==> src/hdl/lbe_pkg.sv <==
`timescale 1ns / 1ps
// ----------------------------------------------------------------------------
// lbe_pkg
// Shared types and constants of the life board engine.
// ----------------------------------------------------------------------------
package lbe_pkg;

  localparam int COL_W      = 6;
  localparam int ROW_W      = 6;
  localparam int MODE_W     = 2;
  localparam int CFG_IDX_W  = 8;
  localparam int CFG_DATA_W = 7;
  localparam int NBR_W      = 4;

  typedef enum logic [MODE_W-1:0] {
    MODE_WRITE   = 2'd0,
    MODE_READ    = 2'd1,
    MODE_ADVANCE = 2'd2
  } lbe_mode_t;

  localparam logic [CFG_IDX_W-1:0]  REG_BOARD_WIDTH  = 8'd0;
  localparam logic [CFG_IDX_W-1:0]  REG_BOARD_HEIGHT = 8'd1;
  localparam logic [CFG_DATA_W-1:0] DIM_RESET        = 7'd64;

  localparam logic [NBR_W-1:0] BIRTH_COUNT   = 4'd3;
  localparam logic [NBR_W-1:0] SURVIVE_COUNT = 4'd2;

endpackage

==> src/hdl/lbe_next_row.sv <==
`timescale 1ns / 1ps
// ----------------------------------------------------------------------------
// lbe_next_row
// One row of the next generation, one lane per column.
// ----------------------------------------------------------------------------
module lbe_next_row import lbe_pkg::*; #(
  parameter int WIDTH = 64
) (
  input  logic [CFG_DATA_W-1:0] board_width,
  input  logic [WIDTH-1:0]      above,
  input  logic [WIDTH-1:0]      cur,
  input  logic [WIDTH-1:0]      below,
  output logic [WIDTH-1:0]      next_row
);

  logic [WIDTH-1:0] col_mask;
  logic [WIDTH+1:0] above_p;
  logic [WIDTH+1:0] cur_p;
  logic [WIDTH+1:0] below_p;

  assign above_p = {1'b0, above & col_mask, 1'b0};
  assign cur_p   = {1'b0, cur   & col_mask, 1'b0};
  assign below_p = {1'b0, below & col_mask, 1'b0};

  for (genvar c = 0; c < WIDTH; c++) begin : g_lane
    logic [NBR_W-1:0] nbr;
    logic             alive;

    assign col_mask[c] = 32'(board_width) > c;
    assign nbr = NBR_W'(above_p[c]) + NBR_W'(above_p[c+1]) + NBR_W'(above_p[c+2])
               + NBR_W'(cur_p[c])                          + NBR_W'(cur_p[c+2])
               + NBR_W'(below_p[c]) + NBR_W'(below_p[c+1]) + NBR_W'(below_p[c+2]);
    assign alive = (nbr == BIRTH_COUNT) || ((nbr == SURVIVE_COUNT) && cur_p[c+1]);
    assign next_row[c] = col_mask[c] ? alive : cur[c];
  end

endmodule

==> config.mk <==
export PLATFORM = sky130hd
export DESIGN_NAME = lbe_next_row
export DESIGN_NICKNAME = d
export VERILOG_FILES = /design/src/hdl/lbe_pkg.sv /design/src/hdl/lbe_next_row.sv
export SDC_FILE = /design/constraint.sdc
export NUM_CORES = 1
export LEC_CHECK = 0
export BUFFER_PORTS_ARGS = -buffer_cell sky130_fd_sc_hd__buf_4
export CELL_PAD_IN_SITES_DETAIL_PLACEMENT = 0
export CELL_PAD_IN_SITES_GLOBAL_PLACEMENT = 2
export CORE_MARGIN = 1
export CORE_UTILIZATION = 34
export DETAILED_ROUTE_END_ITERATION = 10
export PLACE_DENSITY = 0.86
export SLEW_MARGIN = 5
export SYNTH_ARGS = -nofsm -noshare
export SYNTH_HDL_FRONTEND = slang
export SYNTH_SLANG_ARGS = --single-unit
export TNS_END_PERCENT = 1
==> constraint.sdc <==
create_clock -name vclk -period 10.36
set_input_delay 3.108 -clock vclk [all_inputs]
set_output_delay 3.108 -clock vclk [all_outputs]
set_load 0.02 [all_outputs]
==> impl_metrics.env, run 1 <==
export IMPL_pre_cts_ws_ns=0.01004
export IMPL_fmax_mhz=97.08
export IMPL_multiInputGateArea_mm2=0.01250
export IMPL_power_leakage_nw=9.192
export IMPL_maxSlewViolCount=0
export IMPL_synth_most_common_cell="inv_1"
export IMPL_holdWs_ns=6.559
export IMPL_min_period_ns=10.30
export IMPL_cp_max_fo=16
export IMPL_power_total_w=0.001936
export IMPL_fin_setup_tns_ns=0
export IMPL_die_w_um=202.3
export IMPL_synth_seq_area_share=0
export IMPL_grt_max_degree=31
export IMPL_track_usage=0.2013
export IMPL_ys_warnings_count=0
export IMPL_crit_cells=16
export IMPL_synth_common_cells="inv_1 (286), ha_1 (198), fa_1 (191), nand2_1 (168), a21oi_1 (105)"
export IMPL_synthToLayoutAreaGrowth_pct=25.63
export IMPL_syn_avg_cell_area_um2=7.963
export IMPL_yosys_area_top_type="fa_1"
export IMPL_endpoint="next_row[34]"
export IMPL_dieArea_mm2=0.04093
export IMPL_finalWirelength_um=41240
export IMPL_seqCellArea_um2=0
export IMPL_grt_pass1_wl_um=67700
export IMPL_fin_cells=2581
export IMPL_num_vias=12940
export IMPL_coreArea_mm2=0.03964
export IMPL_finalSetupViolations=0
export IMPL_start_util=0.3441
export IMPL_hold_viol=0
export IMPL_gp_congestion=0.8667
export IMPL_arrival_ns=7.19
export IMPL_path_delay_family="adder cells"
export IMPL_fin_ws_ns=0.05892
export IMPL_clockPowerShare=0
export IMPL_dpl_hpwl_um=37380
export IMPL_ys_top_cells_by_area="fa_1 (28%), ha_1 (18%), inv_1 (7.9%)"
export IMPL_synth_top_area_share=0.2803
export IMPL_syn_area_mm2=0.01364
export IMPL_status="finished clean"
export IMPL_synth_distinct_cells=83
export IMPL_nets=2645
export IMPL_grt_pass1_vias=13470
export IMPL_syn_num_nets=2301
export IMPL_dr_pass1_iters=5
export IMPL_wl_per_cell_um=15.98
export IMPL_row_count=73
export IMPL_ios=263
export IMPL_p_int_w=0.0008884
export IMPL_antenna_found_initial=3
export IMPL_placed_cells=2579
export IMPL_tightestPinTransition_ns=0.8143
export IMPL_fillers=4083
export IMPL_cap_violations=0
export IMPL_dr_first_iter_drc_count=560
export IMPL_crit_chain="buf_4 > buf_4 > or4_1 > a21oi_1 > nor2_1 > ha_1 > inv_1 > fa_1 > inv_1 > fa_1 > and3_1 > fa_1 > nand4b_1 > a21oi_1 > o32a_1 > buf_4"
export IMPL_worstPathRequired_ns=7.25
export IMPL_switching_share=0.5412
export IMPL_switchingPower_w=0.001048
export IMPL_startpoint="board_width[1]"
export IMPL_power_frac_comb=1.000
export IMPL_cp_start_kind="input pin"
export IMPL_via_per_inst=5.015
export IMPL_cp_end_kind="output pin"
export IMPL_slowest_stage="fa_1"
export IMPL_clockBufferCount=0
export IMPL_design_seq_count=0
export IMPL_grt_overflow_total=0
export IMPL_slew_headroom=0.4500
export IMPL_port_buffers=263
export IMPL_cts_hold_buf=0
export IMPL_drc=0
export IMPL_critical_path_class="input pin to output pin"
export IMPL_synth_cells=1713
export IMPL_rsz0062_at_grt="yes"
export IMPL_hp_class="input pin to output pin"
export IMPL_die_y_um=202.3
export IMPL_ant_nets=0
export IMPL_period_share=0.9943
export IMPL_critPathBufInv=5
export IMPL_drive_above_1_share=0.2219
export IMPL_power_frac_seq=0
export IMPL_power_density_mw_per_mm2=113.0
export IMPL_ir_drop_v=0.00007148
export IMPL_slowest_delay_ns=0.56
[metal layers]
metal,track usage,vias to the layer above,wire (µm)
li1,-,6493,-
met5,0,-,32
met1,0.2773,6173,19390
met2,0.3444,234,19370
met4,0.03545,4,801
met3,0.01757,39,1640
[tightest hold or removal path, delay by kind of cell]
kind                   cells  cell delay (ns)
buffers and inverters      2             0.21
AO/OA/AOI/OAI              1             0.12
[what timing repair did]
action / in CTS / in global routing
buffers inserted: 0 / 1
pin swaps: 0 / 3
gates resized for setup: 1 / 45
endpoints found under the setup margin: 1 / 52
[layout by cell type, fill, tap and decap left out, types with 10 or more instances in the layout]
| cell | count |
|---|---|
| nand2b_1 | 14 |
| xnor2_1 | 23 |
| o21ai_0 | 79 |
| o21bai_1 | 37 |
| a21o_1 | 29 |
| inv_1 | 286 |
| and3_1 | 41 |
| a21boi_0 | 12 |
| nand3b_1 | 17 |
| buf_4 | 376 |
| nand4b_1 | 18 |
| nand2_1 | 162 |
| a31oi_1 | 14 |
| nor2b_1 | 14 |
| nand3_1 | 35 |
| and2_1 | 61 |
| ha_1 | 198 |
| a21oi_1 | 101 |
| o21ai_2 | 10 |
| o21ai_1 | 13 |
| fa_1 | 190 |
| nor2_1 | 87 |
| xor2_1 | 51 |
| a31o_2 | 12 |
[worst min-delay path by stage]
stage / slack [ns] / startpoint / end / cells after the start
4_1_cts: 6.56 / cur[60] / next_row[60] / 3
2_1_floorplan: 6.39 / cur[29] / next_row[29] / 2
3_3_place_gp: 6.56 / cur[21] / next_row[21] / 3
5_1_grt: 6.58 / cur[60] / next_row[60] / 3
3_5_place_dp: 6.55 / cur[60] / next_row[60] / 3
6_report: 6.56 / cur[21] / next_row[21] / 3
[through the flow]
stage	util	instance area [µm²]
6_report	0.4323	17140
5_1_grt	0.4323	17140
4_1_cts	0.4280	16970
3_5_place_dp	0.4280	16970
3_3_place_gp	0.4280	16970
2_1_floorplan	-	13640
[power by group through the flow]
| stage | sequential [W] | combinational, W | clock (W) |
|---|---|---|---|
| 6_report | 0 | 0.00194 | 0.0000000000129 |
| 5_1_grt | 0 | 0.00222 | 0.0000000000129 |
| 4_1_cts | 0 | 0.00195 | 0 |
| 3_5_place_dp | 0 | 0.00193 | 0 |
| 3_3_place_gp | 0 | 0.00187 | 0 |
| 2_1_floorplan | 0 | 0.00132 | 0 |
[cell type report]
class                           instances  share of cell area
Multi-Input combinational cell       1387              0.7292
Timing Repair Buffer                  382              0.1697
Inverter                              286             0.06265
Tap cell                              525             0.03833
Antenna cell                            1           0.0001460
[cells by family (layout without fill, tap and decap cells)]
group           count (synthesis)  in the layout  synth area share
other cells                     0              1                 0
fa+ha+maj                     389            389            0.4619
buf+inv                       326            668           0.09466
compound gates                403            403            0.1950
xor+xnor                       74             74           0.04751
simple gates                  519            519            0.1993
mux                             2              2          0.001559
Note: power is estimated with default switching activity, not from simulation.
==> inputs of run 2 (changes only) <==
--- a/config.mk
+++ b/config.mk
@@ -10,3 +10,2 @@
 export CELL_PAD_IN_SITES_GLOBAL_PLACEMENT = 2
-export CORE_MARGIN = 1
 export CORE_UTILIZATION = 34
==> constraint.sdc (replaced) <==
create_clock -name vclk -period 10.36
set_input_delay 3.108 -clock vclk [all_inputs]
set_output_delay 3.108 -clock vclk [all_outputs]
set_load 0.1 [all_outputs]
==> run 2 against run 1 <==
  * Power rose by 50%
  * First-iteration DRC count fell by 14%
  * Highest routed layer is now met4
  * Via count rose by 2.7%
  * Core utilization rose by 3.7 points
  * Wire length rose by 2.5%
  * Non-clock buffer count rose by 81
  * Critical path depth rose by 1
  * Critical endpoint unchanged
  * Combinational power rose by 49%
  * Global-route usage rose by 0.47 points
  * Design area rose by 8.7%
  * Clock-buffer cell count did not move
==> impl_metrics.env, run 2 (synthesis results as in run 1) <==
export IMPL_power_leakage_nw=9.766
export IMPL_grt_pass1_wl_um=69170
export IMPL_arrival_ns=7.22
export IMPL_tightestPinTransition_ns=0.7239
export IMPL_layout_cells_most_common="buf_4"
export IMPL_min_from="cur[59]"
export IMPL_die_y_um=202.3
export IMPL_grt_max_degree=27
export IMPL_synthToLayoutAreaGrowth_pct=36.53
export IMPL_worstPathRequired_ns=7.25
export IMPL_track_usage=0.2060
export IMPL_seqCellArea_um2=0
export IMPL_num_vias=13290
export IMPL_fin_area_mm2=0.01862
export IMPL_crit_chain="buf_4 > buf_4 > buf_12 > a211o_1 > o311a_4 > xor2_1 > ha_1 > inv_1 > fa_1 > inv_1 > fa_1 > and3_1 > fa_1 > nand4b_1 > a21oi_1 > o32a_1 > buf_8"
export IMPL_gp_congestion=0.8647
export IMPL_grt_overflow_total=0
export IMPL_finalSetupViolations=0
export IMPL_fillers=3957
export IMPL_nets=2726
export IMPL_ir_drop_v=0.0001870
export IMPL_row_count=73
export IMPL_rsz0062_at_grt="yes"
export IMPL_cp_start_kind="input pin"
export IMPL_ant_nets=0
export IMPL_design_seq_count=0
export IMPL_min_period_ns=10.32
export IMPL_postPlaceCellArea_mm2=0.01776
export IMPL_dpl_hpwl_um=38280
export IMPL_period_share=0.9964
export IMPL_status="finished clean"
export IMPL_finalWirelength_um=42260
export IMPL_power_density_mw_per_mm2=155.6
export IMPL_coreArea_mm2=0.03964
export IMPL_startpoint="board_width[0]"
export IMPL_ios=263
export IMPL_multiInputGateArea_mm2=0.01307
export IMPL_maxSlewViolCount=0
export IMPL_wl_per_cell_um=15.88
export IMPL_slew_headroom=0.5111
export IMPL_layout_common_cells="buf_4 (407), inv_1 (286), ha_1 (198)"
export IMPL_cp_end_kind="output pin"
export IMPL_grt_pass1_vias=13770
export IMPL_dr_first_iter_drc_count=479
export IMPL_num_antenna_cells=0
export IMPL_via_per_inst=4.995
export IMPL_start_util=0.3441
export IMPL_drc=0
export IMPL_dr_pass1_iters=4
export IMPL_critPathMostFrequentCell="fa_1"
export IMPL_holdWs_ns=6.634
export IMPL_clockBufferCount=0
export IMPL_die_w_um=202.3
export IMPL_port_buffers=263
export IMPL_slowest_stage="fa_1"
export IMPL_cap_violations=0
export IMPL_dieArea_mm2=0.04093
export IMPL_slowest_delay_ns=0.55
export IMPL_fmax_mhz=96.87
export IMPL_cp_max_fo=5
export IMPL_hold_viol=0
export IMPL_drive_above_1_share=0.2973
export IMPL_antenna_found_initial=0
export IMPL_critical_path_class="input pin to output pin"
export IMPL_hp_class="input pin to output pin"
[run 2: path summary, 6_finish.rpt]
check	to	slack, ns	depth (start not counted)
worst max-delay path	next_row[34]	0.04	17
worst min-delay path	next_row[59]	6.63	4
[run 2: layout make-up]
type,count,share of cell area
repair buffers,463,0.2051
well taps,525,0.03527
inverters,286,0.05765
multi-input cells,1387,0.7020
[run 2: repair_timing]
| action | 4_1_cts | 5_1_grt |
|---|---|---|
| pin swaps | 1 | 23 |
| resized for setup | 24 | 182 |
| endpoints found under the setup margin | 21 | 61 |
| setup buffers | 0 | 10 |
| hold buffers | 0 | 0 |
[run 2: where the power goes]
group	internal, W	total (W)	leakage [nW]	switching, W
Clock	0	0	0	0
Sequential	0	0	0	0
Combinational	0.00107	0.00290	9.77	0.00182
[run 2: critical path, delay by kind of cell]
family	cells	cell delay [ns]
AO/OA/AOI/OAI	4	1.11
adder cells (fa/ha/maj)	4	1.77
XOR/XNOR	1	0.18
AND/OR/NAND/NOR	2	0.31
buffers and inverters	6	0.73
[run 2: through the flow]
step	instances	util	setup slack [ns]	setup TNS [ns]	total power [W]
2_1_floorplan	1713	-	-0.5910	-15.88	0.002075
3_3_place_gp	2651	0.4481	-0.04758	-0.1016	0.002667
3_5_place_dp	2651	0.4481	-0.1337	-0.6358	0.002735
4_1_cts	2651	0.4503	-0.02517	-0.04296	0.002776
5_1_grt	2661	0.4698	-0.08510	-0.9630	0.003184
6_report	2661	0.4698	0.03688	0	0.002897
[run 2: per-layer routing]
layer / part of all wire / up-vias / GRT usage
met3: 0.033 / 21 / 0.01145
met1: 0.48 / 6387 / 0.2915
met2: 0.48 / 218 / 0.3552
li1: - / 6667 / -
met5: 0 / - / 0
met4: 0.011 / 0 / 0.02068
